File: src/hdl/rpa_pkg.sv
package rpa_pkg;

  localparam int NUM_PAGES  = 32768;
  localparam int PAGE_BYTES = 4096;
  localparam int COUNT_MAX  = 255;

  localparam int ADDR_W     = 32;
  localparam int KIND_W     = 2;
  localparam int STATUS_W   = 3;
  localparam int REFS_W     = 8;
  localparam int CFG_IDX_W  = 1;
  localparam int IDX_W      = $clog2(NUM_PAGES);
  localparam int DEPTH_W    = $clog2(NUM_PAGES + 1);
  localparam int PAGE_SHIFT = $clog2(PAGE_BYTES);
  localparam int CNT_W      = $clog2(COUNT_MAX + 1);

  // Region span in bytes and the width that holds base + span without overflow
  localparam longint REGION_BYTES = longint'(NUM_PAGES) * longint'(PAGE_BYTES);
  localparam int     SPAN_W       = $clog2(REGION_BYTES);
  localparam int     EXT_W        = ((SPAN_W > ADDR_W) ? SPAN_W : ADDR_W) + 1;

  localparam logic [ADDR_W-1:0] REGION_BASE_RST  = 32'h8000_0000;
  localparam logic [ADDR_W-1:0] FIRST_USABLE_RST = 32'h8002_0000;

  typedef enum logic [KIND_W-1:0] {
    KIND_ALLOC  = 2'd0,
    KIND_FREE   = 2'd1,
    KIND_ADDREF = 2'd2
  } kind_t;

  typedef enum logic [STATUS_W-1:0] {
    STAT_OK        = 3'd0,
    STAT_NO_MEM    = 3'd1,
    STAT_BAD_ADDR  = 3'd2,
    STAT_BAD_COUNT = 3'd3,
    STAT_OVERFLOW  = 3'd4
  } status_t;

  typedef enum logic [CFG_IDX_W-1:0] {
    CFG_REGION_BASE  = 1'd0,
    CFG_FIRST_USABLE = 1'd1
  } cfg_reg_t;

  typedef enum logic [1:0] {
    ST_IDLE,
    ST_LOOK,
    ST_EXEC
  } state_t;

  typedef struct packed {
    logic             addr_ok;
    logic [IDX_W-1:0] idx;
    logic             fresh_ok;
  } chk_t;

endpackage

File: src/hdl/rpa_check.sv
module rpa_check import rpa_pkg::*; (
  input  logic [ADDR_W-1:0]  region_base,
  input  logic [ADDR_W-1:0]  first_usable,
  input  logic [ADDR_W-1:0]  address,
  input  logic [DEPTH_W-1:0] untouched_top,
  output chk_t               chk
);

  logic [EXT_W-1:0] base_ext;
  logic [EXT_W-1:0] fu_ext;
  logic [EXT_W-1:0] addr_ext;
  logic [EXT_W-1:0] region_end;
  logic [EXT_W-1:0] offset;
  logic [EXT_W-1:0] fu_offset;
  logic [EXT_W-1:0] lowest_idx;
  logic             aligned;

  assign base_ext   = EXT_W'(region_base);
  assign fu_ext     = EXT_W'(first_usable);
  assign addr_ext   = EXT_W'(address);
  assign region_end = base_ext + EXT_W'(REGION_BYTES);
  assign offset     = addr_ext - base_ext;
  assign aligned    = (address[PAGE_SHIFT-1:0] == '0);

  // Round the first usable offset up to a whole page
  assign fu_offset  = fu_ext - base_ext + EXT_W'(PAGE_BYTES - 1);
  assign lowest_idx = fu_offset >> PAGE_SHIFT;

  always_comb begin
    chk.addr_ok = aligned && (addr_ext >= fu_ext) && (addr_ext >= base_ext)
                  && (addr_ext < region_end);
    chk.idx     = offset[PAGE_SHIFT +: IDX_W];
    if (fu_ext <= base_ext) begin
      chk.fresh_ok = (untouched_top != '0);
    end else begin
      chk.fresh_ok = (EXT_W'(untouched_top) > lowest_idx);
    end
  end

endmodule

File: config.mk
export PLATFORM = sky130hd
export DESIGN_NAME = rpa_check
export DESIGN_NICKNAME = d
export VERILOG_FILES = /design/src/hdl/rpa_pkg.sv /design/src/hdl/rpa_check.sv
export SDC_FILE = /design/constraint.sdc
export NUM_CORES = 1
export LEC_CHECK = 0
export BUFFER_PORTS_ARGS = -buffer_cell sky130_fd_sc_hd__buf_2
export CAP_MARGIN = 20
export CORE_ASPECT_RATIO = 1.2
export CORE_MARGIN = 1
export CORE_UTILIZATION = 40
export DETAILED_ROUTE_END_ITERATION = 8
export PLACE_DENSITY = 0.65
export SETUP_SLACK_MARGIN = 0.1
export SYNTH_ARGS = -nofsm -noshare
export SYNTH_HDL_FRONTEND = slang
export SYNTH_SLANG_ARGS = --single-unit
File: constraint.sdc
create_clock -name vclk -period 5.8
set_input_delay 0.29 -clock vclk [all_inputs]
set_output_delay 0.29 -clock vclk [all_outputs]
set_load 0.02 [all_outputs]
==> Yosys cells after proc, flatten, opt, wreduce, memory -nomap -nowiden <==
Index checks and enable logic that the tools add are counted.
{ "totals": {"in_bits": 112, "wordCells": 15, "ff_bits": 0, "output_inout_bits": 17} }
{ "classes": {"reduce_logical": 5, "muxes": 1, "magnitude_cmp": 5, "addsub": 4} }
{ "op_table": {"columns": ["op", "count"], "rows": [
  ["$ge 32x32->1", 2],
  ["$add 32x28->33 const B", 1],
  ["$add 33x12->33 const B", 1],
  ["$lt 32x33->1", 1],
  ["$sub 32x32->33", 1],
  ["$le 32x32->1", 1],
  ["$sub 27x27->27", 1],
  ["$gt 16x21->1", 1],
  ["$reduce_bool 16->1", 1],
  ["$logic_not 12->1", 1],
  ["$logic_and 1x1->1", 3],
  ["$mux 1", 1]
]} }

==> Depth between registers and ports, before layout <==
{ "depth": {"word_depth": 4, "depth_mapped": 23, "ltp_nobuf": 23} }

==> Least setup slack after synthesis <==
Ideal clock, no wire load.
{ "synth_timing": {"path_type": "input port to output port", "startpoint": "in region_base[4]", "endpoint": "out chk[0] (netlist bit)", "setup_slack_ns": 1.174, "t_arrival_ns": 4.336, "stages": 21, "n_path_buf": 0, "cell_sequence": "inv_1 -> ha_1 -> fa_1 -> and2_1 -> o21bai_1 -> a21o_1 -> o221ai_2 -> a311oi_4 -> and2b_1 -> nor2_1 -> o21ai_0 -> xor2_1 -> ha_1 -> nand3_1 -> nor3_1 -> a21oi_1 -> o21ai_0 -> o2111ai_1 -> a2111oi_0 -> nand4_1 -> o41ai_2"} }
{ "synth_lines": {"columns": ["item", "line_no", "text"], "rows": [
  ["start, declared", "rpa_check.sv:2", "input logic [ADDR_W-1:0] region_base,"],
  ["end, declared", "rpa_check.sv:6", "output chk_t chk"]
]} }

==> impl_metrics.env <==
export IMPL_rsz0062_at_grt="no"
export IMPL_post_route_period_util_pct=90.22
export IMPL_finalMaxSlewViolations=0
export IMPL_drtPass1Iterations=8
export IMPL_nClkBuffers=0
export IMPL_grt_antenna_before_repair=0
export IMPL_tightest_slew_ns=0.5940
export IMPL_grt_use_total_pct=23.18
export IMPL_setup_slack_ns=0.5672
export IMPL_portBuffers=129
export IMPL_postRouteAntennaNets=0
export IMPL_fmax_ghz=0.1911
export IMPL_row_count=44
export IMPL_syn_cell_area_um2=4960
export IMPL_grt_pass1_vias=5142
export IMPL_power_density_nw_per_um2=112.8
export IMPL_swShare_pct=57.61
export IMPL_netlist_instances=647
export IMPL_vias=5204
export IMPL_path_max_fanout=6
export IMPL_place_ws_ns=0.5972
export IMPL_die_area_um2=12850
export IMPL_numSequentialCells=0
export IMPL_diodes=0
export IMPL_syn_area_per_cell_um2=7.666
export IMPL_ctsResizeCount=0
export IMPL_globalplace_congestion=0.9439
export IMPL_core_um2=12110
export IMPL_fin_tns_setup_ns=0
export IMPL_endpoint_kind="primary output"
export IMPL_hpwl_um=13690
export IMPL_num_nets_final=1048
export IMPL_postCtsSetupBuffers=0
export IMPL_maxCapViolCount=0
export IMPL_start_kind="primary input"
export IMPL_finalHoldViolCount=0
export IMPL_seqPwrFrac_pct=0
export IMPL_topRoutingLayerUsed="met4"
export IMPL_peakVddDrop_mv=0.05777
export IMPL_setup_viol=0
export IMPL_fillCellCount=1262
export IMPL_synth_most_common_cell="ha_1"
export IMPL_crit_type="in2out"
export IMPL_synthToLayoutAreaGrowth_pct=16.42
export IMPL_drt_iter0_markers=271
export IMPL_avgViaCountPerCell=5.590
export IMPL_grt_max_degree=11
export IMPL_die_w_um=103.7
export IMPL_synthTopCellsByArea="ha_1, inv_1, a21o_1"
export IMPL_initial_core_util_pct=40.95
export IMPL_p_sw_w=0.0003751
export IMPL_period_minus_slack_ns=5.233
export IMPL_synth_commonest_cells="ha_1, inv_1, a21oi_1"
export IMPL_gr_total_overflow=0
export IMPL_internal_power_w=0.0002760
export IMPL_final_seq_area_um2=0
export IMPL_yosys_warnings=0
export IMPL_syn_num_nets=923
export IMPL_totalWireLength_um=15030
export IMPL_clock_power_share_pct=0
export IMPL_io_pins=129
export IMPL_hold_path_class="in2out"
export IMPL_combPwrFrac_pct=100.0
export IMPL_grt_pass1_wl_um=24410
export IMPL_seq_area_frac_synth_pct=0
export IMPL_worstPathRequired_ns=5.51
export IMPL_max_slew_margin_rel_pct=60.03
export IMPL_wl_met3_um=605
export IMPL_status="completed"
export IMPL_synth_top_cell_by_area="ha_1"
export IMPL_wl_met1_um=6751
export IMPL_drive_above_1_share_pct=19.48
export IMPL_wl_per_cell_um=16.14
export IMPL_die_height_um=124.0
export IMPL_yosysUniqueCellTypes=60
export IMPL_drc=0
export IMPL_synth_top_cell_area_share_pct=37.84
export IMPL_wl_met2_um=7171
export IMPL_crit_arrival_ns=4.94
export IMPL_cts_hold_buf=0
export IMPL_p_leak_nw=3.180
stage by stage:
stage          total power (W)  hold slack, ns  instance area [um2]  util [%]  std cells
6_report             0.0006511           1.097                 5774     47.68        931
5_1_grt              0.0007311           1.118                 5774     47.68        931
4_1_cts              0.0006505           1.102                 5774     47.68        931
3_5_place_dp         0.0006453           1.096                 5774     47.68        931
3_3_place_gp         0.0006316           1.089                 5774     47.68        931
2_1_floorplan        0.0004503          0.8072                 4960         -        647
layout make-up:
| cell class | instances | area (um2) | area share [%] |
|---|---|---|---|
| inverters | 84 | 315.3 | 5.460 |
| repair buffers | 129 | 645.6 | 11.18 |
| multi-input cells | 557 | 4612 | 79.87 |
| well taps | 161 | 201.4 | 3.489 |
layout by cell type, fill, tap and decap left out, drive strengths merged, types with 3 or more instances in the layout:
| cell type | netlist | layout |
|---|---|---|
| a211oi | 6 | 6 |
| a21o | 39 | 39 |
| a21oi | 57 | 57 |
| a31o | 3 | 3 |
| a31oi | 8 | 8 |
| and2 | 3 | 3 |
| and3 | 5 | 5 |
| and4 | 3 | 3 |
| buf | 3 | 129 |
| fa | 14 | 14 |
| ha | 150 | 150 |
| inv | 84 | 84 |
| nand2 | 35 | 35 |
| nand2b | 9 | 9 |
| nand3 | 12 | 12 |
| nand4 | 26 | 26 |
| nor2 | 38 | 38 |
| nor2b | 10 | 10 |
| nor3 | 14 | 14 |
| nor3b | 4 | 4 |
| nor4 | 10 | 10 |
| o21a | 8 | 8 |
| o21ai | 32 | 32 |
| o21bai | 6 | 6 |
| or2 | 5 | 5 |
| xnor2 | 19 | 19 |
| xor2 | 13 | 13 |
path summary, 6_finish.rpt:
kind                  cells past startpoint  slack (ns)       to       startpoint
worst max-delay path                     24        0.57   chk[0]  region_base[12]
worst min-delay path                      4        1.10  chk[12]      address[23]
cells by family after synthesis:
| kind of cell | synth area share [%] |
|---|---|
| compound gates | 23.87 |
| xor+xnor | 5.651 |
| buf+inv | 7.013 |
| simple gates | 19.58 |
| mux | 0.4036 |
| fa+ha+maj | 43.49 |
routing by layer:
| metal | vias to the layer above | GRT usage [%] |
|---|---|---|
| met4 | 0 | 7.589 |
| li1 | 2602 | - |
| met5 | - | 0 |
| met2 | 168 | 41.90 |
| met1 | 2401 | 29.75 |
| met3 | 33 | 1.151 |
power groups by stage:
| stage | Combinational, W | Sequential (W) | Clock, W |
|---|---|---|---|
| detailed placement | 0.000645 | 0 | 0 |
| global placement | 0.000632 | 0 | 0 |
| CTS | 0.000650 | 0 | 0 |
| floorplan | 0.000450 | 0 | 0 |
| global route | 0.000731 | 0 | 0 |
| finish | 0.000651 | 0 | 0 |
critical path: stages:
cell and delay, ns:
buf_2 0.10, inv_1 0.07, ha_1 0.32, inv_1 0.05, ha_1 0.35, nand2_1 0.10, nor2_1 0.05, a211oi_2 0.26
o221ai_2 0.19, a311oi_4 0.42, and2b_1 0.23, nor2_1 0.14, o21ai_0 0.14, xor2_1 0.17, ha_1 0.29, nand3_1 0.08
nor3_1 0.27, a21oi_1 0.10, o21ai_0 0.11, o2111ai_1 0.14, a2111oi_0 0.37, nand4_1 0.17, o41ai_2 0.33, buf_2 0.22
(Power assumes the default switching activity.)
