--- config.mk ---
export PLATFORM = sky130hd
export DESIGN_NAME = rpa_ram
export DESIGN_NICKNAME = d
export VERILOG_FILES = /design/src/hdl/rpa_ram.sv
export SDC_FILE = /design/constraint.sdc
export NUM_CORES = 1
export LEC_CHECK = 0
export BUFFER_PORTS_ARGS = -buffer_cell sky130_fd_sc_hd__buf_2
export CAP_MARGIN = 20
export CORE_MARGIN = 1
export CORE_UTILIZATION = 30
export DETAILED_ROUTE_END_ITERATION = 7
export GPL_TIMING_DRIVEN = 0
export HOLD_SLACK_MARGIN = 0.08
export MAX_ROUTING_LAYER = met4
export PLACE_DENSITY_LB_ADDON = 0.08
export SLEW_MARGIN = 20
export SYNTH_ARGS = -nofsm -noshare
export SYNTH_HDL_FRONTEND = slang
export SYNTH_SLANG_ARGS = --single-unit
--- constraint.sdc ---
create_clock -name clk -period 4.2 [get_ports clk]
set_input_delay 0.21 -clock clk [delete_from_list [all_inputs] [get_ports clk]]
set_output_delay 0.21 -clock clk [all_outputs]
set_load 0.03 [all_outputs]
--- src/hdl/rpa_ram.sv ---
module rpa_ram #(
  parameter int WIDTH = 8,
  parameter int DEPTH = 16
) (
  input  logic                     clk,
  input  logic                     wr_en,
  input  logic [$clog2(DEPTH)-1:0] wr_addr,
  input  logic [WIDTH-1:0]         wr_data,
  input  logic                     rd_en,
  input  logic [$clog2(DEPTH)-1:0] rd_addr,
  output logic [WIDTH-1:0]         rd_data
);

  logic [WIDTH-1:0] mem [DEPTH];

  always_ff @(posedge clk) begin
    if (wr_en) begin
      mem[wr_addr] <= wr_data;
    end
    if (rd_en) begin
      rd_data <= mem[rd_addr];
    end
  end

endmodule

# ---- After elaboration in Yosys (flattened, before gate mapping)
# Memory sizes are Yosys's and may differ from the RTL's. A register that Yosys moved wholly into a read port is not among the register bits.
# Index checks and enable logic that the tools add are counted.
dict set report classes {
  n_mux 2
}
# cell n
set ops {}
lappend ops {{1-bit 2-to-1 mux} 2}
dict set report totals {
  out_inout_bits 8
  ramBits 128
  wordCells 3
  regBits 0
  mem_count 1
  inputBits 19
}
# memory depth width read_ports rd_clocked_by_memory_dff wr line_no
set mem_list {}
lappend mem_list {mem 16 8 1 1 1 14} ;# logic [WIDTH-1:0] mem [DEPTH];

# ---- Depth between registers and ports, before layout
# Gate-level depths: netlist of run 1.
dict set report logic_depth {
  ltp_word 2
  mapped_depth 5
}

# ---- Least setup slack after synthesis of run 1
# No wires, ideal clock.
dict set report synth_path {
  path_kind {input to register}
  from {in wr_addr[2]}
  to {mem mem[0][0], enable pin}
  stages 2
  setup_ps 383
  n_path_buf 0
  setup_slack_ps 2497
  arrival_time_ps 1320
  cell_sequence {or3b_2 > nor3_1}
}
# item line_no
set synth_rtl {}
lappend synth_rtl {{from (decl)} 7} ;# input logic [$clog2(DEPTH)-1:0] wr_addr,
lappend synth_rtl {{to (decl)} 14}
# No word-level cell before the write port.

==> flow_metrics.tcl, run 1 <==
set metrics [dict create \
    outcome "complete, no violations" \
    cts-root-buf "clkbuf_16" \
    wl_per_cell_um 22.0 \
    p_switching_w 0.000600 \
    start_util_pct 31.1 \
    drv_cap 0 \
    ioPinCount 27 \
    cts_tree "done" \
    avgViaCountPerCell 4.77 \
    slew_headroom_pct 40.9 \
    timing.fmax_ghz 0.657 \
    min_path_type "in -> reg" \
    synth_top_family_by_area "multiplexers" \
    cts_hold_buffers 0 \
    worstSetupEndpointType "register" \
    ys_ff_latch 136 \
    dp_slack_ps 2220 \
    num_rows 47 \
    crit_family "multiplexers" \
    place_area_mm2 0.00566 \
    yosys.area_share.simple_pct 3.14 \
    coreArea_mm2 0.0168 \
    clk_latency_ps 420 \
    rsz0062_at_grt "no" \
    fp.dieH_um 134 \
    switching_share_pct 20.6 \
    cp_slowest_cell "mux4_1" \
    worst-setup-path-type "reg -> reg" \
    critPathBufInv 0 \
    p_leak_nw 2.00 \
    num_vias 2414 \
    ys_types 18 \
    synth_cells 229 \
    areaGrowthSynthToFinish_pct 17.4 \
    grt_pass1_wl_mm 16.1 \
    synth_compound_area_share_pct 2.30 \
    netlist_area_mm2 0.00523 \
    ys.warnings.count 0 \
    setup_violations 0 \
    p_int_w 0.00232 \
    portBuffers 25 \
    firstDrtPassIters 5 \
    nNetsFinal 293 \
    drcViolationCount 0 \
    grt_usage_pct 14.0 \
    cp_cell_sequence "mux4_1 > a22oi_1 > nand2_1" \
    finalMaxSlewViolations 0 \
    muxShareOfSynthArea_pct 14.8 \
    post-route-util_pct 36.5 \
    cts_resized 0 \
    grt_pass1_vias 2436 \
    grt_max_degree 17 \
    hpwlAfterDp_mm 7.14 \
    power_frac_seq_pct 52.6 \
    comb_power_share_pct 5.6 \
    die-area_mm2 0.0180 \
    cts_inserted_buffers 17 \
    synth_adder_area_share_pct 0 \
    die_x_um 134 \
    tightest_slew_ps 883 \
    crit_fanout 1 \
    hold_viol 0 \
    layout-drive-gt1-share_pct 26.9 \
    cts_setup_buffers 0 \
    finClkSkew_ps 11.4 \
    period_share_pct 36.2 \
    slowest_delay_ps 590 \
    antenna_cells 0 \
    design_area_mm2 0.00613 \
    worstPathRequired_ps 4360 \
    drtIter0Drc 292 \
    syn-mean-instance-area_um2 22.8 \
    gp_congestion 0.665 \
    wl_mm 11.1 \
    clkSinkCount 136 \
    antenna_found_initial 0 \
    cts_buffer_depth 2 \
    worstSetupStartpointType "register" \
    h-tree-depth 4 \
    cts.clk_slew.worst_paths_ps 50 \
    synth-xor-area-share_pct 0 \
    gr-total-overflow 0 \
    fin_ws_ps 2680 \
    crit_arrival_ps 1680 \
    ir_drop_mv 0.283 \
    ant_nets 0 \
    min_delay_path_depth 1 \
    syn_nets 248 \
    fin_hold_ws_ps 143 \
    timing.reg2reg.worst_path_depth 3 \
    seq_area_frac_synth_pct 78.1 \
    p_per_area_mw_per_mm2 476 \
    period_needed_ps 1520 \
    critical_path_cell_count 3 \
    setup_tns_ps 0 \
    clockPowerShare_pct 41.8 \
]
[metrics by stage]
stage	total power (W)	std cells
after global placement	0.00173	474
after floorplan	0.00165	229
after global routing	0.00302	506
final	0.00292	506
after detailed placement	0.00173	475
after CTS	0.00295	506
[power by group through the flow]
stage	clock network [W]	logic, W	registers (W)
final	0.00122	0.000162	0.00154
after global routing	0.00131	0.000175	0.00154
after CTS	0.00125	0.000166	0.00154
after detailed placement	0	0.000166	0.00156
after global placement	0	0.000164	0.00156
after floorplan	0	0.0000772	0.00158
[cell usage after synthesis]
cell | n | share of area, %
nand2_1 | 9 | 0.65
buf_4 | 1 | 0.14
nor2b_1 | 1 | 0.12
and2_1 | 1 | 0.12
a22oi_1 | 16 | 2.3
buf_2 | 3 | 0.29
edfxtp_1 | 136 | 78
mux4_2 | 18 | 7.8
buf_6 | 3 | 0.65
nand2b_1 | 2 | 0.24
nor3_1 | 4 | 0.38
nand3b_1 | 2 | 0.29
mux4_1 | 14 | 7.0
nand3_1 | 1 | 0.096
and2b_1 | 1 | 0.14
clkdlybuf4s25_2 | 3 | 0.57
or3b_2 | 1 | 0.17
nor2_1 | 13 | 0.93
[final timing paths]
kind,start,endpoint,slack (ps)
worst max-delay path,mem[5][0],rd_data[0],2680
worst min-delay path,rd_en,rd_data[2],140
worst max register to register,mem[5][0],rd_data[0],2680
worst min register to register,mem[3][3],rd_data[3],760
[registers in the layout (all words and copies together), names as in the netlist]
signal / count
mem: 128
rd_data: 8
[worst register-to-register path, cell delays in order (launching register included)]
cell,delay [ps]
edfxtp_1,340
mux4_1,590
a22oi_1,250
nand2_1,90
[layout by cell type, fill, tap and decap left out]
| master | instances |
|---|---|
| nor3_2 | 4 |
| clkbuf_16 | 17 |
| edfxtp_1 | 136 |
| nor2_1 | 13 |
| clkdlybuf4s25_2 | 3 |
| clkbuf_1 | 5 |
| buf_4 | 2 |
| mux4_2 | 18 |
| or3b_2 | 1 |
| buf_6 | 3 |
| nand2_1 | 9 |
| clkinv_2 | 1 |
| a22oi_1 | 16 |
| nor2b_1 | 1 |
| and2_1 | 1 |
| nand3_1 | 1 |
| mux4_1 | 14 |
| clkinv_1 | 8 |
| buf_2 | 28 |
| and2b_1 | 1 |
| nand3b_1 | 2 |
| nand2b_1 | 2 |
[metal layers]
layer / share of wire [%] / global-route usage (%) / vias up
met5: 0 / - / -
met4: 1.1 / 5.49 / 0
met3: 5.1 / 4.46 / 7
met2: 46 / 20.2 / 68
met1: 48 / 18.5 / 1267
li1: - / - / 1072
[final cells by class]
class,count,area [µm²]
multi-input combinational,83,1080
fill,1604,10700
tap,220,275
sequential,136,4080
buffer,10,86.3
timing repair buffer,26,133
clock buffer,22,444
clock inverter,9,35.0
[kinds of logic after synthesis]
group | count (synthesis)
flip-flops | 136
AND/OR/NAND/NOR | 35
multiplexers | 32
AO/OA/AOI/OAI | 16
buffers and inverters | 10
Power figures use the tool's default switching activity.
==> run 2: changes to the inputs <==
clock period = 1.4 ns   (was 4.2 ns; I/O delays follow)
==> flow_metrics.tcl, run 2 (synthesized netlist as in run 1, its figures left out) <==
set metrics [dict create \
    outcome "finished with violations" \
    violations "setup timing" \
    avgViaCountPerCell 4.63 \
    dp_slack_ps -468 \
    die_x_um 134 \
    hold_viol 0 \
    mostFrequentLayoutCells "edfxtp_1, buf_2, mux4_2, clkbuf_16, nor2_1" \
    p_leak_nw 2.08 \
    grt_usage_pct 14.4 \
    grt_pass1_wl_mm 16.9 \
    portBuffers 25 \
    whs_endpoint "mem[12][1]" \
    ir_drop_mv 0.782 \
    fp.dieH_um 134 \
    p_switching_w 0.00197 \
    largest-register "mem" \
    h-tree-depth 4 \
    drcViolationCount 0 \
    min_delay_path_depth 1 \
    p_int_w 0.00829 \
    num_vias 2376 \
    largest_reg_flops 128 \
    gr-total-overflow 0 \
    clk_latency_ps 420 \
    comb_power_share_pct 5.1 \
    ioPinCount 27 \
    ant_nets 0 \
    drv_cap 0 \
    worstSetupStartpointType "register" \
    nNetsFinal 299 \
    finalMaxSlewViolations 0 \
    worst-setup-path-type "reg -> reg" \
    switching_share_pct 19.2 \
    firstDrtPassIters 4 \
    clkSinkCount 136 \
    period_needed_ps 1480 \
    timing.reg2reg.worst_path_depth 3 \
    tightest_slew_ps 876 \
    num_rows 47 \
    worstSetupEndpointType "register" \
    top_regs "mem: 128 flops, rd_data: 8 flops" \
    worstPathRequired_ps 1560 \
    cts-root-buf "clkbuf_16" \
    gp_congestion 0.647 \
    wl_per_cell_um 22.2 \
    crit_arrival_ps 1640 \
    slew_headroom_pct 41.4 \
    drtIter0Drc 240 \
    finClkSkew_ps 7.95 \
    setup_tns_ps -218 \
    cts_tree "done" \
    coreArea_mm2 0.0168 \
    areaGrowthSynthToFinish_pct 22.7 \
    cts_buffer_depth 2 \
    clockPowerShare_pct 50.0 \
    final_common_cell "edfxtp_1" \
    hpwlAfterDp_mm 7.22 \
    start_util_pct 31.1 \
    grt_pass1_vias 2453 \
    r2r-start "mem[7][0]" \
    setup_violations 5 \
    wl_mm 11.4 \
    post-route-util_pct 38.1 \
    grt_max_degree 17 \
    fin_hold_ws_ps 75.2 \
    min-delay-start "wr_data[1]" \
    die-area_mm2 0.0180 \
    r2r_end "rd_data[0]" \
    cts.clk_slew.worst_paths_ps 60 \
    rsz0062_at_grt "yes" \
    fin_ws_ps -79.1 \
    layout-drive-gt1-share_pct 37.5 \
    crit_fanout 1 \
    timing.fmax_ghz 0.676 \
    cts_inserted_buffers 17 \
    antenna_cells 0 \
    p_per_area_mw_per_mm2 1600 \
    min_path_type "in -> reg" \
    power_frac_seq_pct 44.9 \
    period_share_pct 106 \
    antenna_found_initial 0 \
    rrSetupSlack_ps -80 \
]
[run 2: cell count changes in the layout (fill, tap and decap cells not counted), sizes merged]
cell	change
dlygate4sd3	+6
clkinvlp	+2
clkbuf	-4
bufinv	+7
clkinv	-4
[run 2: stage by stage]
step / std cells / area (µm²) / power [W]
6_report: 513 / 6410 / 0.0103
5_1_grt: 513 / 6410 / 0.0105
4_1_cts: 513 / 6410 / 0.0103
3_5_place_dp: 475 / 5660 / 0.00519
3_3_place_gp: 474 / 5630 / 0.00518
2_1_floorplan: 229 / 5230 / 0.00496
[run 2: power groups by stage]
stage | logic, W | clock network, W | registers (W)
after floorplan | 0.000232 | 0 | 0.00473
after global placement | 0.000492 | 0 | 0.00469
after detailed placement | 0.000500 | 0 | 0.00469
after CTS | 0.000534 | 0.00518 | 0.00461
after global routing | 0.000569 | 0.00536 | 0.00462
final | 0.000523 | 0.00513 | 0.00461
[run 2: repair_timing]
item                                   4_1_cts  5_1_grt
endpoints found under the hold margin       78        0
setup endpoints to repair                   32       16
hold buffers                                 6        0
cloned                                       0        0
pin swaps                                    7        4
resized for setup                           19        3
buffers inserted                             0        0
[run 2: how the worst max path moves through the flow]
| stage | start | end | slack [ps] | cells after the start |
|---|---|---|---|---|
| floorplan | rd_addr[0] | rd_data[1] | 50 | 5 |
| finish | mem[7][0] | rd_data[0] | -80 | 3 |
| global route | mem[3][0] | rd_data[0] | -100 | 3 |
| detailed placement | wr_addr[2] | mem[2][3] | -470 | 3 |
| global placement | wr_addr[2] | mem[8][1] | -690 | 3 |
| CTS | mem[7][0] | rd_data[0] | -80 | 3 |
[run 2: cell type report]
class	count	area (µm²)
Fill cell	1568	10400
Tap cell	220	275
Timing Repair Buffer	32	193
Clock buffer	18	429
Multi-Input combinational cell	83	1090
Clock inverter	14	253
Buffer	10	86.3
Sequential cell	136	4080
[run 2: layer usage]
metal | GRT usage [%] | vias up | part of all wire [%]
met4 | 5.30 | 0 | 1.2
met5 | - | - | 0
met1 | 19.5 | 1247 | 50
met3 | 4.27 | 10 | 2.9
met2 | 20.5 | 45 | 46
li1 | - | 1074 | -
[run 2: worst max-delay path, cell delays in order, from the launching register on]
cell	delay, ps
edfxtp_1	360
mux4_2	530
a22oi_2	260
nand2_1	80
==> run 3: changes to the inputs <==
CORE_MARGIN = 2   (was 1)
SKIP_LAST_GASP = 1   (was default)
==> flow_metrics.tcl, run 3 (synthesized netlist as in run 1, its figures left out) <==
set metrics [dict create \
    fillers 1639 \
    wl_per_cell_um 22.1 \
    die-area_mm2 0.0185 \
    clk_latency_ps 410 \
    wl_met2_mm 5.42 \
    grt_pass1_wl_mm 16.5 \
    rrSetupSlack_ps -70 \
    slew_headroom_pct 39.5 \
    post-route-util_pct 37.0 \
    finalMaxSlewViolations 0 \
    r2r_end "rd_data[7]" \
    fin_ws_ps -65.7 \
    violations "setup timing" \
    ir_drop_mv 0.818 \
    crit_arrival_ps 1620 \
    nNetsFinal 301 \
    drtIter0Drc 268 \
    avgViaCountPerCell 4.57 \
    outcome "finished with violations" \
    place_area_mm2 0.00566 \
    hold_viol 0 \
    largest-register "mem" \
    drcViolationCount 0 \
    power.total_w 0.00963 \
    cts-root-buf "clkbuf_16" \
    grt_usage_pct 13.8 \
    worst-setup-path-type "reg -> reg" \
    timing.fmax_ghz 0.682 \
    timing.reg2reg.worst_path_depth 3 \
    p_leak_nw 2.04 \
    h-tree-depth 4 \
    die_x_um 136 \
    cts_tree "done" \
    grt_max_degree 17 \
    period_needed_ps 1470 \
    wl_met3_um 457 \
    grt_pass1_vias 2505 \
    num_vias 2377 \
    mostFrequentLayoutCells "edfxtp_1, mux4_2, buf_2, clkbuf_16, a22oi_2" \
    r2r-start "mem[7][7]" \
    hpwlAfterDp_mm 7.23 \
    rsz0062_at_grt "yes" \
    period_share_pct 105 \
    antenna_found_initial 0 \
    gp_congestion 0.645 \
    start_util_pct 30.4 \
    num_rows 48 \
    top_regs "mem: 128 flops, rd_data: 8 flops" \
    wl_mm 11.5 \
    route.layer.met1.wl_mm 5.45 \
    largest_reg_flops 128 \
    layout-drive-gt1-share_pct 38.0 \
    setup_violations 4 \
    min-delay-start "wr_data[7]" \
    p_per_area_mw_per_mm2 1520 \
    antenna_cells 0 \
    crit_fanout 1 \
    finClkSkew_ps 6.21 \
    cts.clk_slew.worst_paths_ps 60 \
    design_area_mm2 0.00635 \
    gr-total-overflow 0 \
    firstDrtPassIters 6 \
    coreArea_mm2 0.0172 \
    areaGrowthSynthToFinish_pct 21.5 \
    drv_cap 0 \
    top_layer "met4" \
    clkSinkCount 136 \
    cts_inserted_buffers 17 \
    setup_tns_ps -147 \
    portBuffers 25 \
    worstSetupEndpointType "register" \
    ant_nets 0 \
    min_path_type "in -> reg" \
    worstSetupStartpointType "register" \
    min_delay_path_depth 1 \
    tightest_slew_ps 905 \
    whs_endpoint "mem[15][7]" \
    final_common_cell "edfxtp_1" \
    worstPathRequired_ps 1560 \
    fp.dieH_um 136 \
    ioPinCount 27 \
    cts_buffer_depth 2 \
]
-- run 3: cell types whose count changed in the layout (fill, tap and decap cells not counted), moves of 3 or more --
cell and delta:
bufinv_16 -3, mux4_2 +3, a22oi_2 +4, a22oi_1 -4
mux4_1 -3
-- run 3: routing by layer --
layer,vias up,track usage (%)
li1,1076,-
met1,1241,18.0
met2,48,20.5
met3,12,3.80
met4,0,5.56
met5,-,-
-- run 3: worst max-delay path by stage --
stage / start / end / slack, ps / cells past startpoint
after floorplan: rd_addr[0] / rd_data[1] / 50 / 5
after global placement: wr_addr[2] / mem[8][3] / -690 / 3
after detailed placement: wr_addr[2] / mem[3][0] / -440 / 3
after CTS: mem[7][7] / rd_data[7] / -90 / 3
after global routing: mem[7][7] / rd_data[7] / -120 / 3
final: mem[7][7] / rd_data[7] / -70 / 3
-- run 3: cell type report --
class	instances	area (µm²)	share of cell area, %
timing repair buffer	34	213	3.35
clock inverter	12	156	2.46
clock buffer	20	437	6.88
buffer	10	86.3	1.36
tap	225	282	4.43
multi-input combinational	83	1090	17.2
sequential	136	4080	64.3
-- run 3: per-stage QoR --
| stage | setup WS, ps | instances | hold slack [ps] |
|---|---|---|---|
| 2_1_floorplan | 47.6 | 229 | 169 |
| 3_3_place_gp | -690 | 479 | 432 |
| 3_5_place_dp | -442 | 480 | 435 |
| 4_1_cts | -93.7 | 520 | 83.9 |
| 5_1_grt | -122 | 520 | 91.3 |
| 6_report | -65.7 | 520 | 91.4 |
-- run 3: critical path, cell delays in order, from the launching register on --
cell      delay [ps]
edfxtp_1         360
mux4_2           520
a22oi_2          220
nand2_1          110
-- run 3: repair_timing --
item | CTS | global route
setup buffers | 0 | 0
hold endpoints to repair | 91 | 0
pin swaps | 7 | 2
hold buffers | 8 | 0
resized for setup | 14 | 13
setup endpoints to repair | 16 | 16
-- run 3: where the power goes --
part	internal, W	switching [W]
Combinational	0.000207	0.000325
Clock	0.00294	0.00155
Sequential	0.00459	0.0000197
Total	0.00774	0.00189
